--- src/rtl/i2cbm_pkg.sv ---
// ----------------------------------------------------------------------------
// i2cbm_pkg: shared types and constants of the i2c bit level master
// transaction formats, command and phase codes, register map and reset values
// ----------------------------------------------------------------------------
`default_nettype none

package i2cbm_pkg;

    // default width of the bus timing counter
    localparam int COUNTER_WIDTH_DEFAULT = 12;

    // entries in the queue between the front and the engine
    localparam int QUEUE_DEPTH = 2;

    // configuration port
    localparam int CFG_INDEX_WIDTH = 2;
    localparam int CFG_DATA_WIDTH  = 8;

    // register indexes
    localparam logic [CFG_INDEX_WIDTH-1:0] REG_DELAY_UNIT  = 2'd0;
    localparam logic [CFG_INDEX_WIDTH-1:0] REG_ACK_TIMEOUT = 2'd1;

    // register reset values
    localparam logic [7:0] DELAY_UNIT_RESET  = 8'd10;
    localparam logic [7:0] ACK_TIMEOUT_RESET = 8'd250;

    // bus commands
    typedef enum logic [2:0] {
        ACT_START = 3'd0,
        ACT_STOP  = 3'd1,
        ACT_WRITE = 3'd2,
        ACT_READ  = 3'd3,
        ACT_WAIT  = 3'd4,
        ACT_ACK   = 3'd5
    } action_t;

    // sequencer phases
    typedef enum logic [15:0] {
        PH_IDLE    = 16'h0001,
        PH_ST_A    = 16'h0002,
        PH_ST_B    = 16'h0004,
        PH_SP_A    = 16'h0008,
        PH_SP_B    = 16'h0010,
        PH_SP_C    = 16'h0020,
        PH_WR_LOW  = 16'h0040,
        PH_WR_HIGH = 16'h0080,
        PH_WR_FALL = 16'h0100,
        PH_RD_LOW  = 16'h0200,
        PH_RD_HIGH = 16'h0400,
        PH_AK_LOW  = 16'h0800,
        PH_AK_HIGH = 16'h1000,
        PH_WA_REL  = 16'h2000,
        PH_WA_RISE = 16'h4000,
        PH_WA_POLL = 16'h8000
    } phase_t;

    // input transaction
    typedef struct packed {
        logic       cmd_valid;
        logic [2:0] action;
        logic [7:0] tx_byte;
        logic       send_ack;
        logic       sda_in;
    } in_item_t;

    // output transaction
    typedef struct packed {
        logic       scl_out;
        logic       sda_out;
        logic       busy_res;
        logic       done_res;
        logic [7:0] rx_byte;
        logic       ack_error;
    } out_item_t;

    // classified tick held in the queue
    typedef struct packed {
        logic       cmd;
        action_t    kind;
        logic [7:0] tx_byte;
        logic       send_ack;
        logic       sda_in;
    } tick_t;

    // queue status towards the engine
    typedef struct packed {
        logic empty;
        logic full;
    } q_status_t;

    // configuration registers
    typedef struct packed {
        logic [7:0] delay_unit_ticks;
        logic [7:0] ack_timeout;
    } cfg_t;

endpackage

`default_nettype wire

--- src/rtl/i2c_bit_level_master.sv ---
// ----------------------------------------------------------------------------
// i2c_bit_level_master: i2c master bit engine
// each input transaction is one bus tick, each output transaction the line
// levels and status after that tick
// ----------------------------------------------------------------------------
// One input transaction is taken every clock cycle while the queue has room,
// giving exactly one output transaction: the front classifies the tick into a
// two-entry queue, and the bus sequencer steps its phase machine once per tick
// into an output register. The sustained rate of one tick per cycle, set by
// that sequencer step, holds while the output side does not stall. Bus timing
// counts ticks, in units of the delay unit register; the user must write the
// configuration registers only while no tick is in flight (not enforced).
// ----------------------------------------------------------------------------
`default_nettype none

module i2c_bit_level_master #(
    parameter int COUNTER_WIDTH = i2cbm_pkg::COUNTER_WIDTH_DEFAULT
) (
    input  wire                                         clk,
    input  wire                                         rst_n,
    input  wire                                         in_valid,
    output logic                                        in_ready,
    input  var i2cbm_pkg::in_item_t                     in_data,
    output logic                                        out_valid,
    input  wire                                         out_ready,
    output i2cbm_pkg::out_item_t                        out_data,
    input  wire                                         cfg_we,
    input  wire [i2cbm_pkg::CFG_INDEX_WIDTH-1:0]        cfg_index,
    input  wire [i2cbm_pkg::CFG_DATA_WIDTH-1:0]         cfg_wdata
);

    i2cbm_pkg::cfg_t      cfg_reg;
    i2cbm_pkg::tick_t     push_tick;
    i2cbm_pkg::tick_t     pop_tick;
    i2cbm_pkg::q_status_t q_status;
    logic                 push;
    logic                 pop;

    // configuration registers
    always_ff @(posedge clk or negedge rst_n)
    begin
        if (!rst_n)
        begin
            cfg_reg.delay_unit_ticks <= i2cbm_pkg::DELAY_UNIT_RESET;
            cfg_reg.ack_timeout      <= i2cbm_pkg::ACK_TIMEOUT_RESET;
        end
        else if (cfg_we)
        begin
            case (cfg_index)
                i2cbm_pkg::REG_DELAY_UNIT:  cfg_reg.delay_unit_ticks <= cfg_wdata[7:0];
                i2cbm_pkg::REG_ACK_TIMEOUT: cfg_reg.ack_timeout      <= cfg_wdata[7:0];
                default: ;
            endcase
        end
    end

    // tick intake
    i2cbm_front u_front (
        .in_data  (in_data),
        .in_valid (in_valid),
        .in_ready (in_ready),
        .q_status (q_status),
        .push     (push),
        .tick     (push_tick)
    );

    // queue between intake and sequencer
    i2cbm_queue u_queue (
        .clk       (clk),
        .rst_n     (rst_n),
        .push      (push),
        .push_data (push_tick),
        .pop       (pop),
        .pop_data  (pop_tick),
        .q_status  (q_status)
    );

    // bus sequencer
    i2cbm_engine #(
        .COUNTER_WIDTH (COUNTER_WIDTH)
    ) u_engine (
        .clk       (clk),
        .rst_n     (rst_n),
        .cfg       (cfg_reg),
        .tick      (pop_tick),
        .q_status  (q_status),
        .pop       (pop),
        .out_valid (out_valid),
        .out_ready (out_ready),
        .out_data  (out_data)
    );

`ifndef NO_ASSERTIONS
    // the sequencer only steps on a queued tick
    a_pop_needs_tick : assert property (@(posedge clk) disable iff (!rst_n)
        pop |-> !q_status.empty)
        else $error("sequencer stepped on an empty queue");

    // the queue is never full and empty at once
    a_queue_status : assert property (@(posedge clk) disable iff (!rst_n)
        !(q_status.full && q_status.empty))
        else $error("queue status inconsistent");

    // a stalled result holds the sequencer
    a_stall_holds : assert property (@(posedge clk) disable iff (!rst_n)
        (out_valid && !out_ready) |-> !pop)
        else $error("sequencer stepped while a result was stalled");

    // a completing command leaves the engine idle
    a_done_not_busy : assert property (@(posedge clk) disable iff (!rst_n)
        out_valid |-> !(out_data.done_res && out_data.busy_res))
        else $error("done reported while still busy");
`endif

endmodule

`default_nettype wire

--- src/rtl/i2cbm_front.sv ---
// ----------------------------------------------------------------------------
// i2cbm_front: tick intake
// accepts input transactions while the queue has room and classifies the
// command they carry
// ----------------------------------------------------------------------------
`default_nettype none

module i2cbm_front (
    input  var i2cbm_pkg::in_item_t  in_data,
    input  wire                      in_valid,
    output logic                     in_ready,
    input  var i2cbm_pkg::q_status_t q_status,
    output logic                     push,
    output i2cbm_pkg::tick_t         tick
);

    // handshake towards the queue
    assign in_ready = !q_status.full;
    assign push     = in_valid && !q_status.full;

    // command classification, unknown actions count as no command
    always_comb
    begin
        tick.cmd      = in_data.cmd_valid && (in_data.action <= i2cbm_pkg::ACT_ACK);
        tick.kind     = i2cbm_pkg::action_t'(in_data.action);
        tick.tx_byte  = in_data.tx_byte;
        tick.send_ack = in_data.send_ack;
        tick.sda_in   = in_data.sda_in;
    end

endmodule

`default_nettype wire

--- src/rtl/i2cbm_queue.sv ---
// ----------------------------------------------------------------------------
// i2cbm_queue: tick queue
// short first-in first-out queue of classified ticks between front and engine
// ----------------------------------------------------------------------------
`default_nettype none

module i2cbm_queue (
    input  wire                      clk,
    input  wire                      rst_n,
    input  wire                      push,
    input  var i2cbm_pkg::tick_t     push_data,
    input  wire                      pop,
    output i2cbm_pkg::tick_t         pop_data,
    output i2cbm_pkg::q_status_t     q_status
);

    localparam int DEPTH   = i2cbm_pkg::QUEUE_DEPTH;
    localparam int PTR_W   = (DEPTH > 1) ? $clog2(DEPTH) : 1;
    localparam int COUNT_W = $clog2(DEPTH + 1);
    localparam logic [PTR_W-1:0]   LAST_PTR   = PTR_W'(DEPTH - 1);
    localparam logic [COUNT_W-1:0] FULL_COUNT = COUNT_W'(DEPTH);

    i2cbm_pkg::tick_t   entry_reg [DEPTH];
    logic [PTR_W-1:0]   wr_ptr_reg, wr_ptr_next;
    logic [PTR_W-1:0]   rd_ptr_reg, rd_ptr_next;
    logic [COUNT_W-1:0] count_reg, count_next;

    // pointer and fill count update
    always_comb
    begin
        wr_ptr_next = wr_ptr_reg;
        rd_ptr_next = rd_ptr_reg;
        count_next  = count_reg;
        if (push)
        begin
            wr_ptr_next = (wr_ptr_reg == LAST_PTR) ? '0 : wr_ptr_reg + PTR_W'(1);
        end
        if (pop)
        begin
            rd_ptr_next = (rd_ptr_reg == LAST_PTR) ? '0 : rd_ptr_reg + PTR_W'(1);
        end
        if (push && !pop)
        begin
            count_next = count_reg + COUNT_W'(1);
        end
        else if (pop && !push)
        begin
            count_next = count_reg - COUNT_W'(1);
        end
    end

    always_ff @(posedge clk or negedge rst_n)
    begin
        if (!rst_n)
        begin
            wr_ptr_reg <= '0;
            rd_ptr_reg <= '0;
            count_reg  <= '0;
        end
        else
        begin
            wr_ptr_reg <= wr_ptr_next;
            rd_ptr_reg <= rd_ptr_next;
            count_reg  <= count_next;
        end
    end

    // storage
    always_ff @(posedge clk)
    begin
        if (push)
        begin
            entry_reg[wr_ptr_reg] <= push_data;
        end
    end

    assign pop_data       = entry_reg[rd_ptr_reg];
    assign q_status.empty = (count_reg == '0);
    assign q_status.full  = (count_reg == FULL_COUNT);

endmodule

`default_nettype wire

--- src/rtl/i2cbm_engine.sv ---
// ----------------------------------------------------------------------------
// i2cbm_engine: bus sequencer
// steps the scl/sda phase machine by one tick per queued transaction and
// registers the resulting line levels and status
// ----------------------------------------------------------------------------
`default_nettype none

module i2cbm_engine #(
    parameter int COUNTER_WIDTH = i2cbm_pkg::COUNTER_WIDTH_DEFAULT
) (
    input  wire                      clk,
    input  wire                      rst_n,
    input  var i2cbm_pkg::cfg_t      cfg,
    input  var i2cbm_pkg::tick_t     tick,
    input  var i2cbm_pkg::q_status_t q_status,
    output logic                     pop,
    output logic                     out_valid,
    input  wire                      out_ready,
    output i2cbm_pkg::out_item_t     out_data
);

    localparam int CW = COUNTER_WIDTH;

    i2cbm_pkg::phase_t phase_reg, phase_next;
    logic [3:0]        bit_count_reg, bit_count_next;
    logic [CW-1:0]     delay_reg, delay_next;
    logic [7:0]        shift_reg, shift_next;
    logic [7:0]        poll_reg, poll_next;
    logic [7:0]        received_reg, received_next;
    logic              ack_fail_reg, ack_fail_next;
    logic              scl_reg, scl_next;
    logic              sda_reg, sda_next;
    logic              pending_ack_reg, pending_ack_next;
    logic              done;

    logic              out_valid_reg, out_valid_next;
    i2cbm_pkg::out_item_t out_data_reg, result;

    logic [7:0]        unit_ticks;
    logic [CW-1:0]     ticks_1u, ticks_2u, ticks_4u;
    logic [3:0]        bit_inc;
    logic [7:0]        shift_in;

    // one step per tick when the result slot is free or being taken
    assign pop = !q_status.empty && (!out_valid_reg || out_ready);

    // segment lengths, a zero unit counts as one tick
    assign unit_ticks = (cfg.delay_unit_ticks == 8'd0) ? 8'd1 : cfg.delay_unit_ticks;
    assign ticks_1u   = CW'(unit_ticks);
    assign ticks_2u   = CW'({unit_ticks, 1'b0});
    assign ticks_4u   = CW'({unit_ticks, 2'b00});
    assign bit_inc    = bit_count_reg + 4'd1;
    assign shift_in   = {shift_reg[6:0], tick.sda_in};

    // phase machine
    always_comb
    begin
        phase_next       = phase_reg;
        bit_count_next   = bit_count_reg;
        delay_next       = delay_reg;
        shift_next       = shift_reg;
        poll_next        = poll_reg;
        received_next    = received_reg;
        ack_fail_next    = ack_fail_reg;
        scl_next         = scl_reg;
        sda_next         = sda_reg;
        pending_ack_next = pending_ack_reg;
        done             = 1'b0;

        case (phase_reg)
            i2cbm_pkg::PH_IDLE:
            begin
                if (tick.cmd)
                begin
                    case (tick.kind)
                        i2cbm_pkg::ACT_START:
                        begin
                            sda_next   = 1'b1;
                            scl_next   = 1'b1;
                            phase_next = i2cbm_pkg::PH_ST_A;
                            delay_next = ticks_4u;
                        end
                        i2cbm_pkg::ACT_STOP:
                        begin
                            scl_next   = 1'b0;
                            sda_next   = 1'b0;
                            phase_next = i2cbm_pkg::PH_SP_A;
                            delay_next = ticks_4u;
                        end
                        i2cbm_pkg::ACT_WRITE:
                        begin
                            scl_next       = 1'b0;
                            bit_count_next = 4'd0;
                            sda_next       = tick.tx_byte[7];
                            shift_next     = {tick.tx_byte[6:0], 1'b0};
                            phase_next     = i2cbm_pkg::PH_WR_LOW;
                            delay_next     = ticks_2u;
                        end
                        i2cbm_pkg::ACT_READ:
                        begin
                            scl_next         = 1'b0;
                            sda_next         = 1'b1;
                            bit_count_next   = 4'd0;
                            shift_next       = 8'd0;
                            pending_ack_next = tick.send_ack;
                            phase_next       = i2cbm_pkg::PH_RD_LOW;
                            delay_next       = ticks_2u;
                        end
                        i2cbm_pkg::ACT_WAIT:
                        begin
                            ack_fail_next = 1'b0;
                            sda_next      = 1'b1;
                            poll_next     = 8'd0;
                            phase_next    = i2cbm_pkg::PH_WA_REL;
                            delay_next    = ticks_1u;
                        end
                        default:
                        begin
                            // lone ack or nack
                            scl_next         = 1'b0;
                            sda_next         = !tick.send_ack;
                            pending_ack_next = tick.send_ack;
                            phase_next       = i2cbm_pkg::PH_AK_LOW;
                            delay_next       = ticks_2u;
                        end
                    endcase
                end
            end

            i2cbm_pkg::PH_WA_POLL:
            begin
                // acknowledge poll, timeout falls into a stop sequence
                if (!tick.sda_in)
                begin
                    scl_next   = 1'b0;
                    phase_next = i2cbm_pkg::PH_IDLE;
                    delay_next = '0;
                    done       = 1'b1;
                end
                else if (poll_reg >= cfg.ack_timeout)
                begin
                    ack_fail_next = 1'b1;
                    scl_next      = 1'b0;
                    sda_next      = 1'b0;
                    phase_next    = i2cbm_pkg::PH_SP_A;
                    delay_next    = ticks_4u;
                end
                else
                begin
                    poll_next = poll_reg + 8'd1;
                end
            end

            default:
            begin
                if (delay_reg > CW'(1))
                begin
                    delay_next = delay_reg - CW'(1);
                end
                else
                begin
                    // segment ends, move to the next one
                    case (phase_reg)
                        i2cbm_pkg::PH_ST_A:
                        begin
                            sda_next   = 1'b0;
                            phase_next = i2cbm_pkg::PH_ST_B;
                            delay_next = ticks_4u;
                        end
                        i2cbm_pkg::PH_ST_B:
                        begin
                            scl_next   = 1'b0;
                            phase_next = i2cbm_pkg::PH_IDLE;
                            delay_next = '0;
                            done       = 1'b1;
                        end
                        i2cbm_pkg::PH_SP_A:
                        begin
                            scl_next   = 1'b1;
                            phase_next = i2cbm_pkg::PH_SP_B;
                            delay_next = CW'(1);
                        end
                        i2cbm_pkg::PH_SP_B:
                        begin
                            sda_next   = 1'b1;
                            phase_next = i2cbm_pkg::PH_SP_C;
                            delay_next = ticks_4u;
                        end
                        i2cbm_pkg::PH_WR_LOW:
                        begin
                            scl_next   = 1'b1;
                            phase_next = i2cbm_pkg::PH_WR_HIGH;
                            delay_next = ticks_2u;
                        end
                        i2cbm_pkg::PH_WR_HIGH:
                        begin
                            scl_next   = 1'b0;
                            phase_next = i2cbm_pkg::PH_WR_FALL;
                            delay_next = ticks_2u;
                        end
                        i2cbm_pkg::PH_WR_FALL:
                        begin
                            bit_count_next = bit_inc;
                            if (bit_inc[3])
                            begin
                                phase_next = i2cbm_pkg::PH_IDLE;
                                delay_next = '0;
                                done       = 1'b1;
                            end
                            else
                            begin
                                sda_next   = shift_reg[7];
                                shift_next = {shift_reg[6:0], 1'b0};
                                phase_next = i2cbm_pkg::PH_WR_LOW;
                                delay_next = ticks_2u;
                            end
                        end
                        i2cbm_pkg::PH_RD_LOW:
                        begin
                            scl_next   = 1'b1;
                            phase_next = i2cbm_pkg::PH_RD_HIGH;
                            delay_next = ticks_1u;
                        end
                        i2cbm_pkg::PH_RD_HIGH:
                        begin
                            // sample sda at the end of the high segment
                            shift_next     = shift_in;
                            bit_count_next = bit_inc;
                            scl_next       = 1'b0;
                            if (bit_inc[3])
                            begin
                                received_next = shift_in;
                                sda_next      = !pending_ack_reg;
                                phase_next    = i2cbm_pkg::PH_AK_LOW;
                                delay_next    = ticks_2u;
                            end
                            else
                            begin
                                phase_next = i2cbm_pkg::PH_RD_LOW;
                                delay_next = ticks_2u;
                            end
                        end
                        i2cbm_pkg::PH_AK_LOW:
                        begin
                            scl_next   = 1'b1;
                            phase_next = i2cbm_pkg::PH_AK_HIGH;
                            delay_next = ticks_2u;
                        end
                        i2cbm_pkg::PH_AK_HIGH:
                        begin
                            scl_next   = 1'b0;
                            sda_next   = 1'b1;
                            phase_next = i2cbm_pkg::PH_IDLE;
                            delay_next = '0;
                            done       = 1'b1;
                        end
                        i2cbm_pkg::PH_WA_REL:
                        begin
                            scl_next   = 1'b1;
                            phase_next = i2cbm_pkg::PH_WA_RISE;
                            delay_next = ticks_1u;
                        end
                        i2cbm_pkg::PH_WA_RISE:
                        begin
                            poll_next  = 8'd0;
                            phase_next = i2cbm_pkg::PH_WA_POLL;
                            delay_next = '0;
                        end
                        default:
                        begin
                            // end of stop sequence
                            phase_next = i2cbm_pkg::PH_IDLE;
                            delay_next = '0;
                            done       = 1'b1;
                        end
                    endcase
                end
            end
        endcase
    end

    // result of this tick
    always_comb
    begin
        result.scl_out   = scl_next;
        result.sda_out   = sda_next;
        result.busy_res  = (phase_next != i2cbm_pkg::PH_IDLE);
        result.done_res  = done;
        result.rx_byte   = received_next;
        result.ack_error = ack_fail_next;
    end

    assign out_valid_next = pop || (out_valid_reg && !out_ready);

    // sequencer state
    always_ff @(posedge clk or negedge rst_n)
    begin
        if (!rst_n)
        begin
            phase_reg       <= i2cbm_pkg::PH_IDLE;
            bit_count_reg   <= '0;
            delay_reg       <= '0;
            shift_reg       <= '0;
            poll_reg        <= '0;
            received_reg    <= '0;
            ack_fail_reg    <= 1'b0;
            scl_reg         <= 1'b1;
            sda_reg         <= 1'b1;
            pending_ack_reg <= 1'b0;
            out_valid_reg   <= 1'b0;
        end
        else
        begin
            out_valid_reg <= out_valid_next;
            if (pop)
            begin
                phase_reg       <= phase_next;
                bit_count_reg   <= bit_count_next;
                delay_reg       <= delay_next;
                shift_reg       <= shift_next;
                poll_reg        <= poll_next;
                received_reg    <= received_next;
                ack_fail_reg    <= ack_fail_next;
                scl_reg         <= scl_next;
                sda_reg         <= sda_next;
                pending_ack_reg <= pending_ack_next;
            end
        end
    end

    // output register
    always_ff @(posedge clk)
    begin
        if (pop)
        begin
            out_data_reg <= result;
        end
    end

    assign out_valid = out_valid_reg;
    assign out_data  = out_data_reg;

endmodule

`default_nettype wire
--- config.mk ---
export PLATFORM = sky130hd
export DESIGN_NAME = i2c_bit_level_master
export DESIGN_NICKNAME = d
export VERILOG_FILES = /design/src/rtl/i2cbm_pkg.sv /design/src/rtl/i2c_bit_level_master.sv /design/src/rtl/i2cbm_front.sv /design/src/rtl/i2cbm_queue.sv /design/src/rtl/i2cbm_engine.sv
export SDC_FILE = /design/constraint.sdc
export NUM_CORES = 1
export LEC_CHECK = 0
export BUFFER_PORTS_ARGS = -buffer_cell sky130_fd_sc_hd__buf_2
export CAP_MARGIN = 20
export CORE_ASPECT_RATIO = 0.6
export CORE_UTILIZATION = 56
export DETAILED_ROUTE_END_ITERATION = 16
export GPL_TIMING_DRIVEN = 0
export PLACE_DENSITY = 0.73
export SLEW_MARGIN = 20
export SYNTH_ARGS = -nofsm -noshare
export SYNTH_HDL_FRONTEND = slang
export SYNTH_SLANG_ARGS = --single-unit
--- constraint.sdc ---
create_clock -name clk -period 2.95 [get_ports clk]
set_input_delay 0 -clock clk [delete_from_list [all_inputs] [get_ports clk]]
set_output_delay 0 -clock clk [all_outputs]
set_load 0.1 [all_outputs]
---- Word-level counts from Yosys, hierarchy flattened ----
Memory sizes are Yosys's and may differ from the RTL's.
Cells that the tools add are included.
operators by class
  add/subtract/negate cells ............... 7
  $lt $le $gt $ge ......................... 3
  eq/ne operators ......................... 32
  mux-type cells .......................... 72
  bitwise gates (word level) .............. 2
  reductions and logical operators ........ 44
operator list
  kind                    number
  $pmux W16 S11           1
  $mux W8                 14
  $pmux W14 S5            1
  $mux W16                4
  $pmux W8 S2             4
  $mux W12                5
  $pmux W12 S5            1
  $pmux W16 S2            1
  $pmux W12 S2            1
  $mux W1                 21
  $pmux W10 S2            1
  $eq A16 B1 Y1 const B   1
  $eq A16 B10 Y1 const B  1
  $eq A16 B11 Y1 const B  1
  $eq A16 B12 Y1 const B  1
  $eq A16 B13 Y1 const B  1
  $eq A16 B14 Y1 const B  1
  $eq A16 B15 Y1 const B  1
  $eq A16 B16 Y1 const B  1
  $eq A16 B2 Y1 const B   1
  $eq A16 B3 Y1 const B   1
  $eq A16 B4 Y1 const B   1
  $eq A16 B5 Y1 const B   1
  $eq A16 B7 Y1 const B   1
  other kinds (47)        93
storage, ports and cells
  register bits after elaboration ......... 94
  bits in writable memories ............... 28
  output and inout bits ................... 15
  logic and storage cells ................. 183
  memories ................................ 1
memories
  memory             words  width  rd ports  clocked after Yosys merged registers in  write ports  RTL line           text
  u_queue.entry_reg  2      14     1         0                                        1            i2cbm_queue.sv:23  i2cbm_pkg::tick_t entry_reg [DEPTH];

---- Longest topological paths before layout ----
Gate-level depths: netlist of run 1.
  depth after elaboration ................. 7
  depth in mapped cells ................... 10

---- By module ----
A second synthesis of run 1 with hierarchy kept.
unflattened totals
  cell total of the unflattened synthesis .. 727
  area total of the unflattened synthesis .. 7272.0 µm²
by module, submodules not included
  module                times used  cells an instance  area an instance (µm²)  sequential area each (µm²)
  i2cbm_engine          1           617                5282.6                  1920.6
  i2cbm_queue           1           60                 1249.9                  940.9
  i2c_bit_level_master  1           34                 620.6                   410.4
  i2cbm_front           1           16                 118.9                   0.0

---- Worst setup path before layout of run 1 ----
No wires, ideal clock.
  path kind ............................... reg2reg
  from .................................... register cfg_reg[4] in the netlist's numbering
  to ...................................... register u_engine.poll_reg[7]
  setup time .............................. 0.092 ns
  arrival ................................. 2.627 ns
  slack ................................... 0.231 ns
  cell stages (with the launch flop) ...... 10
  buffers on the path ..................... 1
  period minus slack after synthesis ...... 2.719 ns
  cell sequence ........................... dfstp_2 inv_1 ha_1 or4_1 a21oi_1 o311ai_1 a2111o_1 or2_0 buf_2 o31ai_2
on the way
  cells in the longest elaborated chain, start to end .. 3
RTL lines
  element                             RTL line                    text
  start, declared                     i2c_bit_level_master.sv:32  i2cbm_pkg::cfg_t cfg_reg;
  $ge A8 B8 Y1                        i2cbm_engine.sv:140         else if (poll_reg >= cfg.ack_timeout)
  $ne A2 B2 Y1 (no source line)       -
  $reduce_and A7 Y1 (no source line)  -
  end signal, assigned                i2cbm_engine.sv:321         poll_reg <= poll_next;
  end, declared                       i2cbm_engine.sv:28          logic [7:0] poll_reg, poll_next;
Every way passes these cells.
A chain may end at the register's enable or synchronous reset.

---- Worst setup path in the final report of run 1 ----
  from .................................... register u_engine.phase_reg[13]
  to ...................................... register u_engine.bit_count_reg[2]
on the way
  cells in the longest elaborated chain, start to end .. 4
  elaborated cells between the ends (all ways) .. 12
RTL lines
  element                                                 RTL line             text
  start, declared                                         i2cbm_engine.sv:24   i2cbm_pkg::phase_t phase_reg, phase_next;
  start signal, assigned                                  i2cbm_engine.sv:300  phase_reg <= i2cbm_pkg::PH_IDLE;
  start signal, assigned                                  i2cbm_engine.sv:317  phase_reg <= phase_next;
  $eq A16 B9 Y1 / $eq A16 B11 Y1 (equally long branches)  i2cbm_engine.sv:163  case (phase_reg)
  $reduce_or A2 Y1 (no source line)                       -
  $reduce_bool A2 Y1 (no source line)                     -
  $reduce_and A6 Y1 (no source line)                      -
  end signal, assigned                                    i2cbm_engine.sv:318  bit_count_reg <= bit_count_next;
  end, declared                                           i2cbm_engine.sv:25   logic [3:0] bit_count_reg, bit_count_next;
Several ways; a longest one is shown, not always the timed one.

==> results.cfg, run 1 <==
[cts]
cts_tree = yes
clock_latency_ns = 0.43
path_clk_slew_ns = 0.06
clock_sinks = 122
htreeDepth = 4
clockBufferDepth = 2
cts-root-buf = clkbuf_16
cts_inserted_buffers = 17

[sta]
worstMarginPinSlew_ns = 0.747
setup_violations = 0
fmax_ghz = 0.340
finalCriticalPeriod_ns = 2.94
fin_skew_ns = 0.0113
period_share_pct = 99.6
slew_headroom_pct = 50.2
maxSlewViolCount = 0
hold_viol_final = 0
rsz0062_at_grt = false
fin_setup_tns_ns = 0

[critical_path]
worstRegToRegCells = 9
critical_path.startpoint = u_engine.phase_reg[13]$_DFFE_PN0P_
rrSetupSlack_ns = 0.01
arrival_ns = 3.30
max_stage_delay_ns = 0.60
r2r_start = u_engine.phase_reg[13]$_DFFE_PN0P_
reg2reg_to = u_engine.bit_count_reg[2]$_DFFE_PN0P_
cp_slowest_cell = or4_4
critPathKind = reg -> reg
worst-path-max-fanout = 9
cp-end-kind = register
cp-start-kind = register
worstPathCellList = buf_2 > or4_4 > nor2_4 > nand4_1 > a21oi_1 > o211ai_1 > buf_4 > or4b_1 > nand2_1
cp.required_ns = 3.31
endpoint = u_engine.bit_count_reg[2]$_DFFE_PN0P_

[flow_run]
cap_violations = 0

[logic_synthesis]
syn_area_um2 = 6880
syn-instance-count = 707
yosysSeqAreaShare_pct = 47.6
synth_cell_types = 72
ys_ff_latch = 122
avgSynthCellArea_um2 = 9.73
synth_edf_count = 41
yosysWarningCount = 0
synthArstFlopShare_pct = 66.4
ys.flop_type = dfrtp_1
syn_nets = 749

[drt]
dr_total_vias = 6322
postRouteAntennaNets = 0
top_layer = met5
first_pass_iters = 7
wl_um = 21100
avgViaCountPerCell = 6.43
drt-met1-wl_um = 9780
dr_wl_met2_um = 8380
first_iter_violations = 969
avgRoutedWirePerCell_um = 21.5
remaining_drc_errors = 0
wl_met3_um = 2710

[layout]
mostFrequentLayoutCells = nand2_1 (108), dfrtp_1 (68), nor2_1 (50), buf_2 (47), o21ai_0 (46)
final_common_cell = nand2_1
largest_reg_flops = 28
nNetsFinal = 852
stdcell_area_um2 = 8580
diodes = 0
drive_above_1_share_pct = 24.8
syn2layout_area_growth_pct = 24.8

[power]
ir_worst_vdd_uv = 582
p_leak_uw = 0.00359
p_per_area_nw_per_um2 = 816

[hold_path]
min_path_type = in -> reg

[floorplanning]
die_y_um = 87.9
fp.dieW_um = 145
core-area_um2 = 11600
io_pins = 44
fp-row-count = 30
design.die.area_um2 = 12700
initial_utilization_pct = 59.1

[grt]
grt_pass1_vias = 5757
antenna_found_initial = 2
track_usage_pct = 34.2
grt_pass1_wl_um = 32300
gr-total-overflow = 0
grt_max_degree = 52

[placed_design]
gp_congestion = 0.966
io_buffers = 43
place_area_um2 = 7340
hpwl_um = 14800

[status]
status = complete, no violations
-- how the worst min path moves through the flow --
| stage | from | end | slack [ns] | cells past startpoint |
|---|---|---|---|---|
| after detailed placement | rst_n | u_engine.delay_reg[5]$_DFFE_PN0P_ | -0.03 | 1 |
| after global routing | cfg_index[1] | cfg_reg[13]$_DFFE_PN0P_ | 0.04 | 3 |
| after floorplan | rst_n | cfg_reg[0]$_DFFE_PN0P_ | -0.30 | 0 |
| after global placement | in_data[10] | u_queue.entry_reg[0][10]$_DFFE_PP_ | 0.19 | 1 |
| after CTS | rst_n | u_engine.delay_reg[5]$_DFFE_PN0P_ | 0.06 | 2 |
| final | cfg_index[1] | cfg_reg[11]$_DFFE_PN1P_ | 0.02 | 3 |
-- where the power goes --
part	internal [uW]	switching, uW	leakage, uW	total, uW
sequential	2120	270	0.00140	2390
clock	1190	886	0.000283	2080
combinational	775	1750	0.00191	2530
total	4090	2910	0.00359	7000
-- per-stage QoR --
step / utilization [%] / instances / hold slack [ns] / worst slack (ns) / total power [uW]
after global placement: 62.7 / 910 / 0.188 / -0.951 / 4590
after detailed placement: 63.1 / 912 / -0.0348 / -0.745 / 4650
after floorplan: - / 707 / -0.296 / 0.231 / 4010
final: 73.8 / 983 / 0.0216 / 0.0110 / 7000
after CTS: 72.4 / 979 / 0.0564 / 0.00496 / 6830
after global routing: 73.8 / 983 / 0.0415 / 0.0163 / 7280
-- cell families (layout without fill, tap and decap cells) --
group	after synthesis	after routing	share of synthesized area, %
AND/OR/NAND/NOR	288	288	21.2
AO/OA/AOI/OAI	159	159	15.2
flip-flops	122	122	47.6
buffers and inverters	56	172	3.16
multiplexers	53	53	8.38
XOR/XNOR	15	15	1.91
adder cells (fa/ha/maj)	14	14	2.51
-- layout make-up --
cell class	instances	area (um^2)
plain buffers	34	173
clock buffers	17	425
clock inverters	15	161
fillers	834	3050
inverters	16	60.1
multi-input cells	529	3630
flip-flops and latches	122	3270
well taps	160	200
repair buffers	90	657
-- Yosys cell counts (3+ instances only) --
cell      instances  area (um^2)
nand3_1          21          105
a22oi_1           6         45.0
o21a_1            6         45.0
o211ai_1          5         37.5
buf_2             6         30.0
nand2_1         109          409
nand4_1          14         87.6
o211a_1           3         30.0
nor4_1           11         68.8
and4_1            5         43.8
nand2b_1         12         75.1
nor3b_1           4         30.0
a221oi_1          3         26.3
o31ai_1           7         52.6
clkbuf_1         29          109
a21o_1           10         75.1
dfstp_2          11          289
or4_1             7         52.6
nor2_1           53          199
or3_1             4         25.0
a211oi_1          6         45.0
nor2b_1           3         18.8
edfxtp_1         41         1230
dfrtp_1          70         1750
nor4b_1          10         87.6
a21oi_1          19         95.1
o21ai_0          46          230
inv_1            15         56.3
ha_1             13          163
nor3_1           12         60.1
xnor2_1           8         70.1
and2_1            3         18.8
buf_1             5         18.8
mux2_2           35          394
and3_1            5         31.3
mux2i_1          16          160
xor2_1            7         61.3
a222oi_1          5         50.1
o22ai_1           5         31.3
o21ai_1          12         60.1
a31oi_1           6         37.5
-- critical path, delay by kind of cell, from the launching register on --
family	cells	cell delay, ns
AOI/OAI and AO/OA	2	0.48
buffers and inverters	2	0.43
DFF	1	0.35
and+or+nand+nor	5	1.61
-- repair_timing --
| action | in CTS | in global routing |
|---|---|---|
| setup endpoints to repair | 65 | 49 |
| endpoints found under the hold margin | 124 | 0 |
| gates resized for setup | 34 | 35 |
| hold buffers | 25 | 0 |
| buffers inserted | 13 | 7 |
| pin swaps | 8 | 13 |
-- per-layer routing --
| metal | GRT usage [%] | up-vias |
|---|---|---|
| met3 | 11.8 | 39 |
| met2 | 45.9 | 409 |
| met1 | 51.9 | 3038 |
| met4 | 8.90 | 2 |
| met5 | 0 | - |
| li1 | - | 2834 |
Power figures use the tool's default switching activity.
==> inputs of run 2 (changes only) <==
- ABC_AREA: default -> 1
==> run 2 against run 1 <==
  * Worst hold slack gained 0.010 ns
  * Critical path depth grew 2
  * Global-route usage shrank 0.52 points
  * First-iteration DRC count is 17% lower
  * Die area up 5.1%
  * Non-clock buffer count is 31 lower
  * Via count up 6.6%
  * Routed wire length down 0.20%
  * Flip-flop and latch count unchanged
  * Cell count rose by 21%
==> results.cfg, run 2 <==
[status]
status = complete, no violations

[cts]
cts_tree = yes
clock_sinks = 122
cts_setup_buffers = 0
cts_inserted_buffers = 17
htreeDepth = 4
clock_latency_ns = 0.42
path_clk_slew_ns = 0.06
clockBufferDepth = 2
cts-root-buf = clkbuf_16

[drt]
wl_um = 21100
avgViaCountPerCell = 5.67
remaining_drc_errors = 0
wl_met3_um = 2720
dr_total_vias = 6739
avgRoutedWirePerCell_um = 17.7
first_pass_iters = 6
drt-met1-wl_um = 10100
first_iter_violations = 801
top_layer = met4
dr_wl_met2_um = 8110
postRouteAntennaNets = 0

[sta]
slew_headroom_pct = 49.8
setup_violations = 0
fin_setup_tns_ns = 0
worstMarginPinSlew_ns = 0.752
period_share_pct = 92.7
rsz0062_at_grt = false
hold_viol_final = 0
maxSlewViolCount = 0
finalCriticalPeriod_ns = 2.73
fmax_ghz = 0.366
fin_skew_ns = 0.0133

[floorplanning]
io_pins = 44
core-area_um2 = 12300
die_y_um = 90.1
initial_utilization_pct = 58.7
fp.dieW_um = 149
fp-row-count = 31
design.die.area_um2 = 13400

[logic_synthesis]
syn_area_um2 = 7240
syn_nets = 962
ys_top_cells_by_count = nand2_1 (232), inv_1 (99), nor2_1 (98)
netlist_top_cells_area = dfrtp_1 (24%), edfxtp_1 (17%), nand2_1 (12%), o21ai_0 (5.9%), inv_1 (5.1%)
ys.flop_type = dfrtp_1
syn-instance-count = 920
avgSynthCellArea_um2 = 7.87
yosysWarningCount = 0
ys_ff_latch = 122
synth_cell_types = 49
synth_top_area_share_pct = 24.2
synthArstFlopShare_pct = 66.4
yosysSeqAreaShare_pct = 45.2
post-synth-top-count-cell = nand2_1
synth_top_area_cell = dfrtp_1
synth_edf_count = 41

[grt]
gr-total-overflow = 0
track_usage_pct = 33.7
grt_max_degree = 54
grt_pass1_vias = 6350
antenna_found_initial = 0
grt_pass1_wl_um = 34200

[critical_path]
endpoint = u_engine.out_data[10]$_DFFE_PP_
cp_slowest_cell = nor3b_2
critical_path.startpoint = u_engine.delay_reg[0]$_DFFE_PN0P_
arrival_ns = 2.88
cp.required_ns = 3.10
worstPathCellList = inv_1 > ha_1 > nor3b_2 > nand2_1 > nand2_1 > nand2_2 > buf_2 > nand4_1 > nand3_1 > nor3_2 > nand3_1
worstRegToRegCells = 11
reg2reg_to = u_engine.out_data[10]$_DFFE_PP_
cp-end-kind = register
critPathTopFamily = simple AND/OR/NAND/NOR gates
worst-path-max-fanout = 10
max_stage_delay_ns = 0.42
crit_cells = 11
critPathBufInv = 2
rrSetupSlack_ns = 0.22
cp-start-kind = register
critPathKind = reg -> reg
r2r_start = u_engine.delay_reg[0]$_DFFE_PN0P_

[power]
ir_worst_vdd_uv = 767
p_leak_uw = 0.00403
p_per_area_nw_per_um2 = 1110

[layout]
final_common_cell = nand2_1
post-route-util_pct = 70.2
largest_reg_flops = 28
mostFrequentLayoutCells = nand2_1 (232), inv_1 (99), nor2_1 (97), o21ai_0 (85), dfrtp_1 (70)
diodes = 0
drive_above_1_share_pct = 16.4
nNetsFinal = 1053
syn2layout_area_growth_pct = 19.6

[placed_design]
gp_congestion = 0.996
hpwl_um = 14800
io_buffers = 43

[flow_run]
cap_violations = 0

[hold_path]
min_path_type = in -> reg
run 2: worst min path at each step:
stage | slack, ns | endpoint | cells past startpoint | startpoint
floorplan | -0.30 | cfg_reg[0]$_DFFE_PN0P_ | 0 | rst_n
global placement | 0.19 | u_queue.entry_reg[0][10]$_DFFE_PP_ | 1 | in_data[10]
detailed placement | -0.03 | u_engine.phase_reg[5]$_DFFE_PN0P_ | 1 | rst_n
CTS | 0.02 | cfg_reg[13]$_DFFE_PN0P_ | 4 | cfg_we
global route | 0.08 | cfg_reg[13]$_DFFE_PN0P_ | 4 | cfg_we
finish | 0.03 | cfg_reg[13]$_DFFE_PN0P_ | 4 | cfg_we
run 2: kinds of logic after synthesis:
family / count (synthesis) / synth area share, %
and+or+nand+nor: 459 / 28.7
buffers and inverters: 132 / 7.48
xor gates and xnor gates: 18 / 2.18
muxes: 1 / 0.138
DFF: 122 / 45.2
adders and majority gates: 13 / 2.25
AOI/OAI and AO/OA: 175 / 14.0
run 2: through the flow:
stage / total power, uW / cell area [um^2] / std cells / hold slack (ns) / setup WS (ns)
floorplan: 5980 / 7240 / 920 / -0.296 / 0.535
global placement: 6960 / 7660 / 1128 / 0.190 / 0.281
detailed placement: 7030 / 7710 / 1130 / -0.0336 / 0.299
CTS: 9500 / 8650 / 1189 / 0.0218 / 0.235
global route: 10200 / 8660 / 1189 / 0.0765 / 0.0997
finish: 9630 / 8660 / 1189 / 0.0319 / 0.215
run 2: worst reg2reg max path, cell delays in order, from the launching register on:
cell     delay (ns)
dfrtp_1        0.41
inv_1          0.09
ha_1           0.20
nor3b_2        0.42
nand2_1        0.15
nand2_1        0.11
nand2_2        0.12
buf_2          0.26
nand4_1        0.11
nand3_1        0.13
nor3_2         0.32
nand3_1        0.15
run 2: routing by layer:
layer  global-route usage [%]  up-vias
li1                         -     3235
met1                     52.3     3113
met2                     43.3      368
met3                     12.4       23
met4                     7.82        0
met5                        0        -
run 2: area by class of cell:
type	count	area (um^2)
fillers	983	3680
inverters	111	418
flip-flops and latches	122	3270
repair buffers	72	527
clock buffers	17	425
clock inverters	15	250
multi-input cells	666	3430
well taps	165	206
plain buffers	21	125
run 2: repair_timing:
action,CTS,global route
endpoints found under the setup margin,0,1
hold buffers,27,0
hold endpoints to repair,117,0
resized for setup,0,1
run 2: power breakdown:
| part | total, uW | internal [uW] | switching, uW | leakage, uW |
|---|---|---|---|---|
| sequential | 2650 | 2310 | 345 | 0.00142 |
| combinational | 4560 | 1220 | 3330 | 0.00228 |
| clock | 2420 | 1540 | 880 | 0.000332 |
==> inputs of run 3 (changes only) <==
- PLACE_DENSITY: 0.73 -> 0.76
- clock period: 2.95 -> 2.2 ns (I/O delays scaled with it)
==> run 3 against run 2 <==
  * The flow now finishes with violations (negative setup slack)
  * Largest cell class unchanged
  * Non-clock buffer count is 35 higher
  * Routed wire length is 4.2% higher
  * Critical endpoint unchanged
  * Setup slack worse by 0.22 ns
  * Flip-flop and latch count stayed put
==> results.cfg, run 3 (synthesized netlist as in run 2, its figures left out) <==
[status]
status = finished with violations
violations = negative setup slack

[drt]
postRouteAntennaNets = 0
dr_wl_met2_um = 8700
first_iter_violations = 865
drt-met1-wl_um = 10200
first_pass_iters = 6
top_layer = met4
avgRoutedWirePerCell_um = 17.9
remaining_drc_errors = 0
wl_um = 22000
wl_met3_um = 2840
dr_total_vias = 7067
avgViaCountPerCell = 5.76

[floorplanning]
fp-row-count = 31
design.die.area_um2 = 13400
io_pins = 44
initial_utilization_pct = 58.7
fp.dieW_um = 149
core-area_um2 = 12300
die_y_um = 90.1

[sta]
maxSlewViolCount = 0
fin_skew_ns = 0.0135
period_share_pct = 100
finalCriticalPeriod_ns = 2.20
hold_ws_ns = 0.0376
fmax_ghz = 0.454
setup_violations = 1
worstMarginPinSlew_ns = 0.718
slew_headroom_pct = 52.1
hold_viol_final = 0
fin_ws_ns = -0.000947
rsz0062_at_grt = true

[layout]
mostFrequentLayoutCells = nand2_1 (216), inv_1 (90), nor2_1 (86), o21ai_0 (74), dfrtp_1 (61)
syn2layout_area_growth_pct = 28.9
largest_reg_flops = 28
stdcell_area_um2 = 9330
fin_cells = 1226
final_common_cell = nand2_1
diodes = 0
drive_above_1_share_pct = 25.8
nNetsFinal = 1090

[grt]
track_usage_pct = 32.6
gr-total-overflow = 0
grt_max_degree = 57
grt_pass1_vias = 6207
antenna_found_initial = 0
grt_pass1_wl_um = 33300

[flow_run]
cap_violations = 0

[cts]
htreeDepth = 4
cts_tree = yes
clockBufferDepth = 2
cts-root-buf = clkbuf_16
path_clk_slew_ns = 0.07
cts_inserted_buffers = 17
clock_sinks = 122
clock_latency_ns = 0.43

[critical_path]
worstPathCellList = nor2_4 > nand2_4 > nor2_8 > nand3_2 > nand3_2 > o22ai_1 > or2_2 > nor2_2 > nand3_1
cp.required_ns = 2.36
cp_slowest_cell = dfrtp_2
worst-path-max-fanout = 6
critPathKind = reg -> reg
cp-end-kind = register
critPathBufInv = 0
critPathTopFamily = simple AND/OR/NAND/NOR gates
max_stage_delay_ns = 0.44
cp-start-kind = register
arrival_ns = 2.37
path_common_cell = nand3_2

[placed_design]
hpwl_um = 14700
gp_congestion = 1.00
place_area_um2 = 7700
place_inst = 1129
io_buffers = 43

[power]
p_per_area_nw_per_um2 = 1470
ir_worst_vdd_uv = 1080
p_leak_uw = 0.00426

[hold_path]
min_path_type = in -> async
==> run 3: cell count changes in the layout (fill, tap and decap cells not counted), moves of 7 or more <==
cell and delta:
dfrtp_2 +9, nor2_4 +16, buf_4 +33, nand2_2 +9, o21ai_0 -11, nor2_1 -11, dfrtp_1 -9, o21ai_1 +7
nand2_1 -16, inv_1 -9
==> run 3: stage by stage <==
step / setup WS, ns / utilization [%] / power (uW) / TNS [ns]
2_1_floorplan: 0.143 / - / 8030 / 0
3_3_place_gp: -0.542 / 62.2 / 9370 / -5.83
3_5_place_dp: -0.524 / 62.4 / 9410 / -6.36
4_1_cts: -0.0449 / 70.3 / 12400 / -0.0449
5_1_grt: -0.133 / 75.6 / 14400 / -1.82
6_report: -0.000947 / 75.6 / 13700 / -0.000947
==> run 3: cell type report <==
class | instances | area (um^2)
fill | 901 | 3000
buffer | 21 | 176
clock inverter | 15 | 175
timing repair buffer | 107 | 812
inverter | 111 | 433
timing repair inverter | 1 | 5.00
clock buffer | 17 | 425
tap | 165 | 206
sequential | 122 | 3280
multi-input combinational | 667 | 3810
==> run 3: final timing paths <==
kind                                                    start  cells past startpoint  slack [ns]                                    to
min in group clk                                 cfg_index[1]                      5        0.04                cfg_reg[8]$_DFFE_PN0P_
setup / recovery           u_engine.phase_reg[15]$_DFFE_PN0P_                      9     -0.0009       u_engine.out_data[10]$_DFFE_PP_
hold reg to reg                        cfg_reg[2]$_DFFE_PN0P_                      2        0.49                cfg_reg[2]$_DFFE_PN0P_
setup reg to reg           u_engine.phase_reg[15]$_DFFE_PN0P_                      9     -0.0009       u_engine.out_data[10]$_DFFE_PP_
hold / removal                                          rst_n                      2        0.04  u_engine.received_reg[6]$_DFFE_PN0P_
max in group asynchronous                               rst_n                      3        1.49                cfg_reg[9]$_DFFE_PN1P_
==> run 3: per-layer routing <==
metal / track usage [%] / up-vias
met1: 51.2 / 3250
met4: 5.95 / 0
met2: 42.3 / 438
li1: - / 3338
met3: 11.6 / 41
met5: 0 / -
==> run 3: where the power goes <==
part | leakage, uW | internal [uW] | switching [uW]
combinational | 0.00256 | 2230 | 4970
clock | 0.000289 | 1620 | 1240
sequential | 0.00141 | 3110 | 503
total | 0.00426 | 6960 | 6710
==> run 3: timing repair <==
item / CTS / global route
hold buffers: 26 / 0
resized for setup: 26 / 109
endpoints found under the setup margin: 67 / 54
buffers inserted: 2 / 34
hold endpoints to repair: 117 / 0
gates cloned: 0 / 3
pin swaps: 1 / 38
